$ cat src/hdl/sfs_pkg.sv
// ----------------------------------------------------------------------------
// sfs_pkg
// Opcodes, job codes and the job word passed from decoder to memory engine.
// ----------------------------------------------------------------------------
package sfs_pkg;

  localparam logic [7:0] OPC_WREN  = 8'h06;
  localparam logic [7:0] OPC_WRDI  = 8'h04;
  localparam logic [7:0] OPC_READ  = 8'h03;
  localparam logic [7:0] OPC_WRITE = 8'h02;

  // What the memory engine does for one word.
  localparam logic [1:0] JOB_NONE  = 2'd0;
  localparam logic [1:0] JOB_READ  = 2'd1;
  localparam logic [1:0] JOB_WRITE = 2'd2;

  typedef struct packed {
    logic [1:0] kind;
    logic [7:0] data;
  } job_t;

endpackage

$ cat src/hdl/sfs_front.sv
// ----------------------------------------------------------------------------
// sfs_front
// Frame decoder: tracks opcode/address phases, write-enable latch and the
// running address, and turns each accepted word into a memory job.
// ----------------------------------------------------------------------------
module sfs_front #(
  parameter int MEM_DEPTH = 8192,
  parameter int ADDR_W    = 13
) (
  input  logic              clk,
  input  logic              rst,
  input  logic              accept,
  input  logic              op,
  input  logic [7:0]        mosi_byte,
  output sfs_pkg::job_t     job,
  output logic [ADDR_W-1:0] job_addr
);
  import sfs_pkg::*;

  localparam logic [2:0] PH_IDLE   = 3'd0;
  localparam logic [2:0] PH_AHI    = 3'd1;
  localparam logic [2:0] PH_ALO    = 3'd2;
  localparam logic [2:0] PH_DATA   = 3'd3;
  localparam logic [2:0] PH_IGNORE = 3'd4;

  localparam logic [1:0] CMD_NONE  = 2'd0;
  localparam logic [1:0] CMD_READ  = 2'd1;
  localparam logic [1:0] CMD_WRITE = 2'd2;

  // (hi * 256) mod depth, folded at elaboration
  typedef logic [ADDR_W-1:0] hi_tab_t [256];

  function automatic hi_tab_t build_hi_tab();
    hi_tab_t t;
    for (int i = 0; i < 256; i++) begin
      t[i] = ADDR_W'((i * 256) % MEM_DEPTH);
    end
    return t;
  endfunction

  localparam hi_tab_t HI_TAB = build_hi_tab();
  localparam logic [ADDR_W:0] DEPTH_EXT = (ADDR_W+1)'(MEM_DEPTH);
  localparam logic [ADDR_W-1:0] ADDR_LAST = ADDR_W'(MEM_DEPTH - 1);

  logic [2:0]        phase, phase_next;
  logic [1:0]        cmd, cmd_next;
  logic [ADDR_W-1:0] addr, addr_next;
  logic [ADDR_W-1:0] hi_mod, hi_mod_next;
  logic              wel, wel_next;
  logic [ADDR_W:0]   addr_sum;

  assign addr_sum = {1'b0, hi_mod} + (ADDR_W+1)'(mosi_byte);

  always_comb begin
    phase_next  = phase;
    cmd_next    = cmd;
    addr_next   = addr;
    hi_mod_next = hi_mod;
    wel_next    = wel;
    job.kind    = JOB_NONE;
    job.data    = mosi_byte;
    job_addr    = addr;
    if (op) begin
      if (cmd == CMD_WRITE) begin
        wel_next = 1'b0;
      end
      phase_next = PH_IDLE;
      cmd_next   = CMD_NONE;
    end else begin
      unique case (phase)
        PH_IDLE: begin
          phase_next = PH_IGNORE;
          if (mosi_byte == OPC_WREN) begin
            wel_next = 1'b1;
          end else if (mosi_byte == OPC_WRDI) begin
            wel_next = 1'b0;
          end else if (mosi_byte == OPC_READ) begin
            cmd_next   = CMD_READ;
            phase_next = PH_AHI;
          end else if (mosi_byte == OPC_WRITE) begin
            cmd_next   = CMD_WRITE;
            phase_next = PH_AHI;
          end
        end
        PH_AHI: begin
          hi_mod_next = HI_TAB[mosi_byte];
          phase_next  = PH_ALO;
        end
        PH_ALO: begin
          addr_next  = (addr_sum >= DEPTH_EXT) ? ADDR_W'(addr_sum - DEPTH_EXT)
                                               : ADDR_W'(addr_sum);
          phase_next = PH_DATA;
        end
        PH_DATA: begin
          if (cmd == CMD_READ) begin
            job.kind = JOB_READ;
          end else if (cmd == CMD_WRITE && wel) begin
            job.kind = JOB_WRITE;
          end
          addr_next = (addr == ADDR_LAST) ? '0 : addr + 1'b1;
        end
        default: begin
          phase_next = PH_IGNORE;
        end
      endcase
    end
  end

  always_ff @(posedge clk) begin
    if (rst) begin
      phase  <= PH_IDLE;
      cmd    <= CMD_NONE;
      addr   <= '0;
      hi_mod <= '0;
      wel    <= 1'b0;
    end else if (accept) begin
      phase  <= phase_next;
      cmd    <= cmd_next;
      addr   <= addr_next;
      hi_mod <= hi_mod_next;
      wel    <= wel_next;
    end
  end

endmodule

$ cat config.mk
export PLATFORM = sky130hd
export DESIGN_NAME = sfs_front
export DESIGN_NICKNAME = d
export VERILOG_FILES = /design/src/hdl/sfs_pkg.sv /design/src/hdl/sfs_front.sv
export SDC_FILE = /design/constraint.sdc
export NUM_CORES = 1
export LEC_CHECK = 0
export BUFFER_PORTS_ARGS = -buffer_cell sky130_fd_sc_hd__buf_2
export CORE_MARGIN = 4
export CORE_UTILIZATION = 40
export DETAILED_ROUTE_END_ITERATION = 10
export GPL_TIMING_DRIVEN = 1
export PLACE_DENSITY_LB_ADDON = 0.05
export RECOVER_POWER = 100
export SLEW_MARGIN = 5
export SYNTH_ARGS = -nofsm -noshare
export SYNTH_HDL_FRONTEND = slang
export SYNTH_SLANG_ARGS = --single-unit
export TNS_END_PERCENT = 30
$ cat constraint.sdc
create_clock -name clk -period 2.2 [get_ports clk]
set_input_delay 0.44 -clock clk [delete_from_list [all_inputs] [get_ports clk]]
set_output_delay 0.44 -clock clk [all_outputs]
set_load 0.005 [all_outputs]
==> results.toml <==
[outcome]
status = "finished clean"

[die]
start_util_pct = 41.4
core_area_um2 = 3360
fp.dieH_um = 67.0
dieArea_um2 = 4490
rows = 21
pin_count = 35
die_x_um = 67.0

[run]
cap_violations = 0

[power]
ir_drop_mv = 0.257
leakage_nw = 0.604
powerDensity_nw_per_um2 = 453
power.total_mw = 0.727

[drt]
drc = 0
drtIter0Drc = 112
via_per_inst = 5.64
num_vias = 1456
wl_per_cell_um = 15.1
wirelength_um = 3890
firstDrtPassIters = 4
final_antenna_net_count = 0

[sta]
holdWs_ns = 0.379
rsz0062_at_grt = "false"
period_needed_ns = 1.92
fin_worst_skew_ns = 0.00428
fmaxAchievable_mhz = 520
finalHoldViolations = 0
timing.final.crit_share_pct = 87.4
slew_headroom_pct = 64.0
finalSetupTns_ns = 0
worstMarginPinSlew_ns = 0.538
slew_violations = 0
finalSetupViolCount = 0

[synth]
synthAdderAreaFrac_pct = 0.898
yosysTopAreaCell = "dfxtp_1"
ys_types = 42
synth-simple-area-share_pct = 30.7
syn_inst = 181
ys_seq_area_share_pct = 34.5
synth-seq-cells = 24
syn_nets = 194
netlist_area_um2 = 1390
synth_top_cell_area_share_pct = 34.5
synth_common_cells = "24 x dfxtp_1, 19 x nor2_1, 15 x a21oi_1"
yosys_warnings = 0
synth_area_per_cell_um2 = 7.70
synth_top_family_by_area = "simple AND/OR/NAND/NOR gates"
synth_most_common_cell = "dfxtp_1"
synth-xor-area-share_pct = 0.628
netlist_top_cells_area = "dfxtp_1 34%, a21oi_1 5.4%, nor2_1 5.1%"
synthMuxAreaShare_pct = 3.59
synthFlopType = "dfxtp_1"
synth_compound_area_share_pct = 20.6
async_reset_ff_share_pct = 0
synth_edf_count = 0

[finish]
area_delta_synth_final_pct = 15.0
seq_area_um2 = 480
multi_input_area_um2 = 787
design_area_um2 = 1600
layout.nets = 226
final.fill_count = 386
layout-drive-gt1-share_pct = 17.0
num_antenna_cells = 0

[cts]
root_buffer = "clkbuf_4"
hold_buffers = 0
clock_sinks = 24
clk_pin_slew_ns = 0.13
postCtsSetupBuffers = 0
htreeDepth = 1
insertion_delay_ns = 0.32
cts_tree = "built"
ctsResizeCount = 0
clk_path_buf_depth = 2
cts_buffers = 3

[worst_setup_path]
r2r_slack_ns = 0.29
cp_slowest_stage_delay_ns = 0.58
crit_fanout = 5
crit_path_start_kind = "primary input"
crit_slowest_cell = "or4b_1"
path_class = "primary input to flop"
crit_path_end_kind = "flop"
cp_cell_sequence = "buf_2, or4_1, or4b_1, a21o_1, a22oi_1, nor2_1"
path_buf_inv = 1
cp_data_required_time_ns = 2.41
arrival_ns = 2.13
critical_path.top_delay_family = "simple AND/OR/NAND/NOR gates"

[global_route]
grt_pass1_vias = 1363
grt_first_pass_wirelength_um = 6270
grt_overflow = 0
grt_max_degree = 26
track_usage_pct = 18.5
antenna_found_initial = 0

[placement]
gp_congestion = 0.808
dpl_cell_area_um2 = 1610
hpwlAfterDp_um = 2820
io_buffers = 34

[worst_hold_path]
hp-class = "primary input to flop"
-- layout by cell type, fill, tap and decap left out, types with 3 or more instances in the layout --
cell / n
nor3b_1: 3
a21oi_1: 15
inv_1: 6
clkbuf_4: 4
nand2_1: 9
a31oi_1: 4
nor3_1: 11
nor2_1: 18
o21ai_0: 10
clkbuf_1: 19
buf_4: 4
nor4_1: 7
mux2i_1: 5
a221oi_1: 4
dfxtp_1: 24
buf_2: 22
nand3_1: 10
and3_1: 3
-- cell families (layout without fill, tap and decap cells) --
kind of cell,count (synthesis),in the layout
DFF,24,24
AOI/OAI and AO/OA,46,46
adders and majority gates,1,1
muxes,5,5
buffers and inverters,25,56
and+or+nand+nor,79,79
xor gates and xnor gates,1,1
-- power by group --
part	total, mW	leakage, nW	internal, mW	switching (mW)
logic	0.0527	0.390	0.0201	0.0326
clock network	0.236	0.0210	0.101	0.135
registers	0.438	0.193	0.436	0.00218
total	0.727	0.604	0.557	0.169
-- through the flow --
step	util, %	setup slack, ns	cells
after floorplan	-	0.193	181
after global placement	48.0	0.0220	254
after detailed placement	48.0	0.00238	254
after CTS	49.0	0.227	258
after global routing	47.7	0.0673	258
final	47.7	0.277	258
-- flip-flops by register name (all words and copies together), names as in the netlist --
register,count
wel,1
job_addr,13
cmd,2
hi_mod,5
phase,3
-- worst register-to-register path: stages (launching register included) --
cell and delay, ns:
dfxtp_1 0.42, ha_1 0.29, nand3_1 0.20, nor4_1 0.27
buf_4 0.17, nor2_2 0.08, a221oi_1 0.27, a211oi_1 0.08
-- per-layer routing --
metal  wire length, um  up-vias  track usage, %
met2              1750       44            29.7
met1              1860      684            24.8
met3               233        5            3.04
met5                 0        -               0
met4                46        0            6.08
li1                  -      723               -
-- final cells by class --
cell class | count | share of cell area [%]
Timing Repair Buffer | 46 | 13.7
Sequential cell | 24 | 30.0
Inverter | 6 | 1.41
Clock buffer | 4 | 2.26
Tap cell | 46 | 3.59
Multi-Input combinational cell | 132 | 49.1
-- path summary, 6_finish.rpt --
path                 from           to  depth (start not counted)
min reg2reg           wel          wel                          2
max reg2reg   job_addr[1]  job_addr[0]                          7
max          mosi_byte[3]       cmd[0]                          6
min                accept     phase[2]                          2
Note: power is estimated with default switching activity, not from simulation.
