$ cat src/hdl/sfs_pkg.sv
// ----------------------------------------------------------------------------
// sfs_pkg
// Opcodes, job codes and the job word passed from decoder to memory engine.
// ----------------------------------------------------------------------------
package sfs_pkg;

  localparam logic [7:0] OPC_WREN  = 8'h06;
  localparam logic [7:0] OPC_WRDI  = 8'h04;
  localparam logic [7:0] OPC_READ  = 8'h03;
  localparam logic [7:0] OPC_WRITE = 8'h02;

  // What the memory engine does for one word.
  localparam logic [1:0] JOB_NONE  = 2'd0;
  localparam logic [1:0] JOB_READ  = 2'd1;
  localparam logic [1:0] JOB_WRITE = 2'd2;

  typedef struct packed {
    logic [1:0] kind;
    logic [7:0] data;
  } job_t;

endpackage

$ cat src/hdl/sfs_queue.sv
// ----------------------------------------------------------------------------
// sfs_queue
// Two-entry job queue between decoder and memory engine.
// ----------------------------------------------------------------------------
module sfs_queue #(
  parameter int ADDR_W = 13
) (
  input  logic              clk,
  input  logic              rst,
  input  logic              push,
  input  sfs_pkg::job_t     push_job,
  input  logic [ADDR_W-1:0] push_addr,
  input  logic              pop,
  output logic              full,
  output logic              not_empty,
  output sfs_pkg::job_t     pop_job,
  output logic [ADDR_W-1:0] pop_addr
);
  import sfs_pkg::*;

  job_t              q_job  [2];
  logic [ADDR_W-1:0] q_addr [2];
  logic              wr_ptr, rd_ptr;
  logic [1:0]        count;

  assign full      = (count == 2'd2);
  assign not_empty = (count != 2'd0);
  assign pop_job   = q_job[rd_ptr];
  assign pop_addr  = q_addr[rd_ptr];

  always_ff @(posedge clk) begin
    if (push) begin
      q_job[wr_ptr]  <= push_job;
      q_addr[wr_ptr] <= push_addr;
    end
  end

  always_ff @(posedge clk) begin
    if (rst) begin
      wr_ptr <= 1'b0;
      rd_ptr <= 1'b0;
      count  <= 2'd0;
    end else begin
      if (push) begin
        wr_ptr <= ~wr_ptr;
      end
      if (pop) begin
        rd_ptr <= ~rd_ptr;
      end
      count <= count + {1'b0, push} - {1'b0, pop};
    end
  end

endmodule

$ cat config.mk
export PLATFORM = sky130hd
export DESIGN_NAME = sfs_queue
export DESIGN_NICKNAME = d
export VERILOG_FILES = /design/src/hdl/sfs_pkg.sv /design/src/hdl/sfs_queue.sv
export SDC_FILE = /design/constraint.sdc
export NUM_CORES = 1
export LEC_CHECK = 0
export BUFFER_PORTS_ARGS = -buffer_cell sky130_fd_sc_hd__buf_4
export CAP_MARGIN = 5
export CORE_UTILIZATION = 55
export CTS_BUF_LIST = sky130_fd_sc_hd__clkbuf_4 sky130_fd_sc_hd__clkbuf_8
export CTS_CLUSTER_DIAMETER = 30
export DETAILED_ROUTE_END_ITERATION = 16
export GPL_TIMING_DRIVEN = 0
export PLACE_DENSITY = 0.83
export REMOVE_ABC_BUFFERS = 1
export SLEW_MARGIN = 20
export SYNTH_ARGS = -nofsm -noshare
export SYNTH_HDL_FRONTEND = slang
export SYNTH_SLANG_ARGS = --single-unit
$ cat constraint.sdc
create_clock -name clk -period 3.2 [get_ports clk]
set_input_delay 0.64 -clock clk [delete_from_list [all_inputs] [get_ports clk]]
set_output_delay 0.64 -clock clk [all_outputs]
set_load 0.02 [all_outputs]
==> flow_summary.yaml, run 1 <==
pwr:
  power_density_mw_per_mm2: 579
  p_leak_uw: 0.000914
  ir_worst_vdd_mv: 0.474
timing:
  drv_slew: 0
  tns_ns: 0
  hold_violations: 0
  min_period_ns: 2.58
  fin_skew_ns: 0.00472
  fin_crit_sh: 0.805
  rsz0062_at_grt: "no"
  maxSlewHeadroom: 0.306
  setup_violations: 0
  fmax_mhz: 388
  worstMarginPinSlew_ns: 1.04
  hold_ws_ns: 0.457
global_routing:
  gr-usage-all-layers: 0.175
  grt_pass1_wl_mm: 4.32
  grt_start_max_net_pins: 24
  grt_overflow: 0
  grt_pass1_vias: 980
  antenna_found_initial: 0
logic_synthesis:
  synth.area.top_cells: "edfxtp_1 73%, mux2_2 14%, dfxtp_1 5.3%"
  synth_top_cells_by_count: "46 x edfxtp_1, 23 x mux2_2, 5 x dfxtp_1"
  synth_edf_count: 46
  synthDistinctLibCells: 12
  ys_async_sr_fraction: 0
  syn_area_per_cell_um2: 20.5
  netlist.area_leader.share: 0.734
  syn_inst: 92
  syn_area_mm2: 0.00188
  ys.flop_type: "edfxtp_1"
  yosysSeqAreaShare: 0.787
  yosys.area.top_type: "edfxtp_1"
  yosysMostFrequentCell: "edfxtp_1"
  ys_warn_count: 0
  synth-seq-cells: 51
finish:
  nets: 177
  drive_above_1_share: 0.557
  n_antenna_cell: 0
  multi_input_area_um2: 378
  area_growth_pct: 26.5
  register_area_mm2: 0.00148
  nFillCells: 232
  stdcell_area_mm2: 0.00238
die:
  dieArea_mm2: 0.00366
  initial_core_util: 0.597
  rows: 20
  die_h_um: 60.5
  io_pins: 52
  die_w_um: 60.5
  coreArea_mm2: 0.00315
clocking:
  clkTransAtPathRegs_ns: 0.13
  clockBufferDepth: 2
  clkLatencyLatePin_ns: 0.36
  cts_buffers: 5
  postCtsSetupRepairBufs: 0
  cts_sinks: 51
  hold_buffers: 0
  cts_tree: "built"
  htreeDepth: 2
  root_buffer: "clkbuf_4"
  cts_resized: 0
route:
  drtAntennaViolNets: 0
  num_vias: 962
  wl_per_cell_um: 15.2
  wl_mm: 2.93
  met1_length_mm: 1.08
  drc: 0
  viasPerCell: 4.98
  dr_wl_met2_mm: 1.59
  routed.top_layer: "met4"
  first_pass_iters: 4
  wl_met3_um: 201
  drt_iter0_markers: 47
job:
  cap_violations: 0
outcome:
  status: "completed"
worst_setup_path:
  reg2reg_from: "wr_ptr$_SDFFE_PP0P_"
  arrival_ns: 1.94
  end_kind: "output port"
  crit_type: "reg -> out"
  start_kind: "register"
  critPathMaxFanout: 23
  required_ns: 2.56
placement:
  finalWeightedCongestion: 0.632
  place_area_mm2: 0.00230
  io_buffers: 51
  dpl.hpwl_mm: 1.95
min_path:
  min_path_type: "in -> reg"
  hp-start: "push_job[2]"
-- worst paths after layout --
path	to	slack (ns)	depth (start not counted)
hold / removal	q_job[1][2]$_DFFE_PP_	0.46	1
setup / recovery	pop_addr[1]	0.62	2
hold reg to reg	register	0.58	2
setup reg to reg	q_addr[1][6]$_DFFE_PP_	1.55	1
-- cells in the final DEF, fill, tap and decap left out, drive strengths merged --
master / n
clkinv: 2
inv: 2
or2: 1
and2: 1
nor2b: 3
bufinv: 1
nor2: 4
xnor3: 1
mux2: 23
buf: 51
xnor2: 2
edfxtp: 46
clkbuf: 5
dfxtp: 5
ha: 2
-- flip-flops by register name (all words and copies together), names as in the netlist, named ones only --
signal	flops
q_addr	26
rd_ptr	1
count	2
wr_ptr	1
q_job	20
-- routing by layer --
metal	global-route usage	vias to the layer above
met4	0.0779	0
met3	0.0725	5
met2	0.320	34
li1	-	457
met1	0.173	466
met5	0	-
-- cells by family after synthesis --
logic type	synth area share
adders and majority gates	0.0133
buffers and inverters	0.0160
xor gates and xnor gates	0.0213
and+or+nand+nor	0.0246
DFF	0.787
muxes	0.138
-- area by class of cell --
class / count / share of cell area
sequential: 51 / 0.622
timing repair buffer: 51 / 0.161
inverter: 2 / 0.00315
tap: 44 / 0.0231
clock buffer: 5 / 0.0158
clock inverter: 3 / 0.0163
multi-input combinational: 37 / 0.159
-- report_power, final --
| group | switching, µW | internal, µW | total, µW |
|---|---|---|---|
| combinational | 110 | 123 | 233 |
| clock | 183 | 161 | 344 |
| sequential | 26.0 | 776 | 801 |
-- per-stage QoR --
step | util | setup slack (ns) | total power (µW) | cells
floorplan | - | 1.09 | 942 | 90
global placement | 0.729 | 0.485 | 1040 | 185
detailed placement | 0.731 | 0.972 | 1050 | 185
CTS | 0.755 | 0.566 | 1390 | 193
global route | 0.755 | 0.465 | 1430 | 193
finish | 0.755 | 0.623 | 1380 | 193
-- worst max-delay path, cell delays in order, from the launching register on --
cell	delay, ns
dfxtp_1	0.99
mux2_2	0.43
buf_4	0.16
(Power assumes the default switching activity.)
==> run 2: changes to the inputs <==
--- a/config.mk
+++ b/config.mk
@@ -7,12 +7,12 @@
 export LEC_CHECK = 0
 export BUFFER_PORTS_ARGS = -buffer_cell sky130_fd_sc_hd__buf_4
 export CAP_MARGIN = 5
-export CORE_UTILIZATION = 55
+export CORE_UTILIZATION = 53
 export CTS_BUF_LIST = sky130_fd_sc_hd__clkbuf_4 sky130_fd_sc_hd__clkbuf_8
 export CTS_CLUSTER_DIAMETER = 30
 export DETAILED_ROUTE_END_ITERATION = 16
 export GPL_TIMING_DRIVEN = 0
-export PLACE_DENSITY = 0.83
+export PLACE_DENSITY = 0.81
 export REMOVE_ABC_BUFFERS = 1
 export SLEW_MARGIN = 20
 export SYNTH_ARGS = -nofsm -noshare
==> constraint.sdc (replaced) <==
create_clock -name clk -period 2.5 [get_ports clk]
set_input_delay 0.5 -clock clk [delete_from_list [all_inputs] [get_ports clk]]
set_output_delay 0.5 -clock clk [all_outputs]
set_load 0.02 [all_outputs]
==> run 2 against run 1 <==
Effect of this change: worst hold slack lost 0.14 ns; cell area grew 0.42%; sequential power grew 29%; utilization shrank 4.4 points; register-to-register slack lost 0.70 ns; critical path depth is the same; via count shrank 0.42%; first-iteration DRC count grew 11%; largest cell class unchanged; highest routed layer unchanged.
==> flow_summary.yaml, run 2 (synthesis results as in run 1) <==
outcome:
  status: "completed"
route:
  wl_mm: 2.73
  drtAntennaViolNets: 0
  viasPerCell: 4.91
  num_vias: 958
  first_pass_iters: 4
  drc: 0
  wl_per_cell_um: 14.0
  drt_iter0_markers: 52
global_routing:
  grt_start_max_net_pins: 24
  gr-usage-all-layers: 0.157
  grt_pass1_vias: 914
  antenna_found_initial: 0
  grt_pass1_wl_mm: 4.02
  grt_overflow: 0
finish:
  drive_above_1_share: 0.570
  n_antenna_cell: 0
  layout_commonest_cell: "buf_4"
  regMostFlops: "q_addr"
  nets: 177
  stdcell_area_mm2: 0.00239
  largest_reg_flops: 26
  mostFrequentLayoutCells: "51 x buf_4, 46 x edfxtp_1, 23 x mux2_2"
  utilization: 0.711
  area_growth_pct: 27.1
  largestRegisters: "q_addr: 26 flops, q_job: 20 flops, count: 2 flops"
pwr:
  power_density_mw_per_mm2: 745
  p_leak_uw: 0.000918
  ir_worst_vdd_mv: 0.543
  p_total_uw: 1780
clocking:
  cts_sinks: 51
  clkLatencyLatePin_ns: 0.35
  cts_buffers: 5
  clkTransAtPathRegs_ns: 0.14
  root_buffer: "clkbuf_4"
  clockBufferDepth: 2
  postCtsSetupRepairBufs: 0
  htreeDepth: 2
  cts_tree: "built"
worst_setup_path:
  reg2reg_depth: 1
  end_kind: "output port"
  ff2ff_setup_slack_ns: 0.85
  timing.rr.end: "q_addr[1][2]$_DFFE_PP_"
  cp_num_buf_inv: 1
  crit_type: "reg -> out"
  reg2reg_from: "wr_ptr$_SDFFE_PP0P_"
  arrival_ns: 1.61
  start_kind: "register"
  path_depth: 2
  crit_slowest_cell: "dfxtp_2"
  required_ns: 2.00
  cpPeakStageDelay_ns: 0.70
  cp-endpoint: "pop_job[6]"
  critPathTopFamily: "flip-flops"
  critPathMaxFanout: 23
  path_cells: "mux2_2, buf_4"
placement:
  place_area_mm2: 0.00231
  io_buffers: 51
  dpl.hpwl_mm: 1.80
  finalWeightedCongestion: 0.594
timing:
  hold_violations: 0
  worstMarginPinSlew_ns: 1.05
  fmax_mhz: 474
  fin_crit_sh: 0.844
  rsz0062_at_grt: "no"
  maxSlewHeadroom: 0.299
  min_period_ns: 2.11
  fin_skew_ns: 0.0146
  setup_violations: 0
  drv_slew: 0
min_path:
  min_path_type: "in -> reg"
  hp-start: "push_addr[0]"
die:
  io_pins: 52
  die_w_um: 61.6
  initial_core_util: 0.560
  die_h_um: 61.6
  coreArea_mm2: 0.00336
  rows: 21
  dieArea_mm2: 0.00379
job:
  cap_violations: 0
==> run 2: changes by cell type in the layout (fill, tap and decap cells not counted) <==
cell | before | now
clkinv_2 | 1 | 0
clkbuf_4 | 5 | 7
dfxtp_2 | 0 | 1
dfxtp_1 | 5 | 4
clkinv_1 | 1 | 0
==> run 2: layer usage <==
layer	up-vias	share of wire	track usage
met2	33	0.54	0.275
met3	2	0.081	0.0714
met1	463	0.37	0.167
met5	-	0	0
met4	0	0.0070	0.0571
li1	460	-	-
==> run 2: area by class of cell <==
class,count,area [µm²]
sequential,51,1480
fill,243,972
timing repair buffer,51,383
multi-input combinational,37,378
tap,46,57.6
clock buffer,7,52.6
clock inverter,1,30.0
inverter,2,7.51
==> run 2: per-stage QoR <==
stage	setup WS [ns]	setup TNS, ns	hold WS (ns)	std cells
global placement	-0.0896	-2.05	0.493	187
CTS	0.350	0	0.306	195
detailed placement	0.410	0	0.518	187
floorplan	0.531	0	0.480	90
global route	0.286	0	0.282	195
finish	0.391	0	0.321	195
==> run 2: power by group <==
part	internal, µW	switching, µW	total, µW
clock	234	225	459
sequential	993	32.9	1030
combinational	157	139	295
total	1380	397	1780
==> run 2: worst min-delay path by stage <==
stage | slack (ns) | endpoint | depth (start not counted)
2_1_floorplan | 0.48 | register | 2
3_3_place_gp | 0.49 | rd_ptr$_SDFFE_PP0P_ | 2
3_5_place_dp | 0.52 | register | 2
4_1_cts | 0.31 | q_job[0][5]$_DFFE_PP_ | 1
5_1_grt | 0.28 | q_job[1][5]$_DFFE_PP_ | 1
6_report | 0.32 | q_addr[1][0]$_DFFE_PP_ | 1
==> run 2: timing repair <==
action | 4_1_cts | 5_1_grt
setup endpoints to repair | 1 | 0
endpoints found under the hold margin | 0 | 0
hold buffers | 0 | 0
resized for setup | 1 | 0
==> run 3: changes to the inputs <==
--- a/config.mk
+++ b/config.mk
@@ -5,14 +5,15 @@
 export SDC_FILE = /design/constraint.sdc
 export NUM_CORES = 1
 export LEC_CHECK = 0
+export ABC_AREA = 1
 export BUFFER_PORTS_ARGS = -buffer_cell sky130_fd_sc_hd__buf_4
 export CAP_MARGIN = 5
-export CORE_UTILIZATION = 53
+export CORE_UTILIZATION = 48
 export CTS_BUF_LIST = sky130_fd_sc_hd__clkbuf_4 sky130_fd_sc_hd__clkbuf_8
 export CTS_CLUSTER_DIAMETER = 30
 export DETAILED_ROUTE_END_ITERATION = 16
 export GPL_TIMING_DRIVEN = 0
-export PLACE_DENSITY = 0.81
+export PLACE_DENSITY = 0.77
 export REMOVE_ABC_BUFFERS = 1
 export SLEW_MARGIN = 20
 export SYNTH_ARGS = -nofsm -noshare
==> constraint.sdc (replaced) <==
create_clock -name clk -period 1.9 [get_ports clk]
set_input_delay 0.38 -clock clk [delete_from_list [all_inputs] [get_ports clk]]
set_output_delay 0.38 -clock clk [all_outputs]
set_load 0.02 [all_outputs]
==> run 3 against run 2 <==
Effect of this change: worst hold slack got worse by 0.052 ns; routed wire length is 7.5% higher; via count increased by 4.1%; clock skew shrank 0.011 ns; setup slack got worse by 0.25 ns; global-route usage shrank 0.74 points; non-clock buffer count stayed put; synthesized cell count is 11% higher; sequential power rose by 29%; utilization fell by 6.4 points.
==> flow_summary.yaml, run 3 <==
route:
  drtAntennaViolNets: 0
  first_pass_iters: 4
  drc: 0
  viasPerCell: 4.82
  wl_per_cell_um: 14.2
  drt_iter0_markers: 29
  num_vias: 997
  wl_mm: 2.94
worst_setup_path:
  arrival_ns: 1.38
  cp-endpoint: "pop_addr[7]"
  critPathMaxFanout: 23
  ff2ff_setup_slack_ns: 0.36
  start_kind: "register"
  end_kind: "output port"
  crit_type: "reg -> out"
  reg2reg_depth: 2
  reg2reg_from: "wr_ptr$_SDFFE_PP0P_"
  required_ns: 1.52
  timing.rr.end: "q_addr[1][9]$_DFFE_PP_"
logic_synthesis:
  synth-seq-cells: 51
  netlist.area_leader.share: 0.732
  synthDistinctLibCells: 12
  ys_async_sr_fraction: 0
  synth_edf_count: 46
  syn_area_mm2: 0.00189
  ys_warn_count: 0
  synth.area.top_cells: "edfxtp_1 73%, mux2_2 14%, dfxtp_1 5.3%"
  syn_inst: 102
  yosysSeqAreaShare: 0.785
  yosysMostFrequentCell: "edfxtp_1"
  synth_top_cells_by_count: "46 x edfxtp_1, 23 x mux2_2, 8 x inv_1"
  syn_area_per_cell_um2: 18.5
  yosys.area.top_type: "edfxtp_1"
  ys.flop_type: "edfxtp_1"
pwr:
  p_sw_uw: 521
  power.share.combinational: 0.154
  p_seq_frac: 0.590
  ir_worst_vdd_mv: 0.505
  internal-power_uw: 1730
  p_leak_uw: 0.000939
  p_clk_frac: 0.256
  switching_share: 0.231
  power_density_mw_per_mm2: 938
global_routing:
  gr-usage-all-layers: 0.150
  grt_pass1_wl_mm: 4.44
  grt_overflow: 0
  antenna_found_initial: 0
  grt_pass1_vias: 1015
  grt_start_max_net_pins: 25
timing:
  setup_slack_ns: 0.137
  setup_violations: 0
  drv_slew: 0
  fin_skew_ns: 0.00329
  maxSlewHeadroom: 0.360
  worstMarginPinSlew_ns: 0.958
  fmax_mhz: 567
  tns_ns: 0
  rsz0062_at_grt: "no"
  hold_ws_ns: 0.269
  hold_violations: 0
  min_period_ns: 1.76
  fin_crit_sh: 0.928
die:
  coreArea_mm2: 0.00372
  rows: 22
  die_h_um: 64.7
  initial_core_util: 0.508
  io_pins: 52
  die_w_um: 64.7
  dieArea_mm2: 0.00419
min_path:
  hold_depth: 1
  min_path_type: "in -> reg"
placement:
  pre_cts_slack_ns: -0.0840
  dpl.hpwl_mm: 1.92
  place_area_mm2: 0.00231
  io_buffers: 51
  finalWeightedCongestion: 0.605
clocking:
  clockBufferDepth: 2
  root_buffer: "clkbuf_8"
  clkLatencyLatePin_ns: 0.29
  clkTransAtPathRegs_ns: 0.08
  cts_sinks: 51
  cts_buffers: 5
  htreeDepth: 2
  hold_buffers: 0
  cts_tree: "built"
finish:
  utilization: 0.646
  layout_commonest_cell: "buf_4"
  stdcell_area_mm2: 0.00240
  nets: 187
  largest_reg_flops: 26
  area_growth_pct: 27.3
  drive_above_1_share: 0.516
  n_antenna_cell: 0
  nFillCells: 269
  largestRegisters: "q_addr: 26 flops, q_job: 20 flops, count: 2 flops"
  regMostFlops: "q_addr"
  mostFrequentLayoutCells: "51 x buf_4, 46 x edfxtp_1, 23 x mux2_2"
job:
  cap_violations: 0
outcome:
  status: "completed"
-- run 3: cell count changes after synthesis, moves of 3 or more --
cell and change:
inv_1 +6, nand2_1 +5, nor2_1 +3, nor2b_1 -3
-- run 3: cell type report --
class                           count  area, µm²  share of cell area
Clock buffer                        6       76.3              0.0318
Tap cell                           48       60.1              0.0250
Sequential cell                    51       1490               0.618
Inverter                            8       30.0              0.0125
Clock inverter                      2       7.51             0.00313
Multi-Input combinational cell     41        360               0.150
Timing Repair Buffer               51        383               0.159
-- run 3: how the worst min path moves through the flow --
stage,slack (ns),to,startpoint
floorplan,0.45,count[0]$_SDFF_PP0_,rst
global placement,0.50,rd_ptr$_SDFFE_PP0P_,rd_ptr$_SDFFE_PP0P_
detailed placement,0.53,register,rd_ptr$_SDFFE_PP0P_
CTS,0.26,register,rst
global route,0.25,q_job[0][4]$_DFFE_PP_,push_job[4]
finish,0.27,q_addr[0][0]$_DFFE_PP_,push_addr[0]
-- run 3: what timing repair did --
| item | in CTS | in global routing |
|---|---|---|
| setup endpoints to repair | 23 | 0 |
| gates resized for setup | 2 | 0 |
| endpoints found under the hold margin | 0 | 0 |
| setup buffers | 0 | 0 |
-- run 3: logic make-up after synthesis --
logic type / count (synthesis) / synth area share
buf+inv: 10 / 0.0279
flops: 51 / 0.785
mux: 23 / 0.137
simple gates: 14 / 0.0292
fa+ha+maj: 2 / 0.0133
xor+xnor: 1 / 0.00464
compound gates: 1 / 0.00265
-- run 3: per-stage QoR --
step | total power [µW] | std cells
after global placement | 1690 | 199
after detailed placement | 1710 | 199
after CTS | 2280 | 207
after global routing | 2350 | 207
final | 2250 | 207
after floorplan | 1540 | 100
-- run 3: metal layers --
layer | routed length (µm) | up-vias | global-route usage | share of wire
li1 | - | 486 | - | -
met1 | 1190 | 464 | 0.154 | 0.40
met2 | 1500 | 41 | 0.268 | 0.51
met3 | 209 | 6 | 0.0599 | 0.071
met4 | 37 | 0 | 0.0639 | 0.013
met5 | 0 | - | 0 | 0
-- run 3: power by group through the flow --
| stage | Clock [µW] | Combinational, µW | Sequential [µW] |
|---|---|---|---|
| 2_1_floorplan | 0 | 196 | 1340 |
| 3_3_place_gp | 0 | 339 | 1350 |
| 3_5_place_dp | 0 | 352 | 1360 |
| 4_1_cts | 598 | 353 | 1330 |
| 5_1_grt | 632 | 374 | 1340 |
| 6_report | 576 | 348 | 1330 |
-- run 3: worst max-delay path, stage by stage, from the launching register on --
cell and delay (ns):
dfxtp_4 0.55, mux2_2 0.39, buf_4 0.16
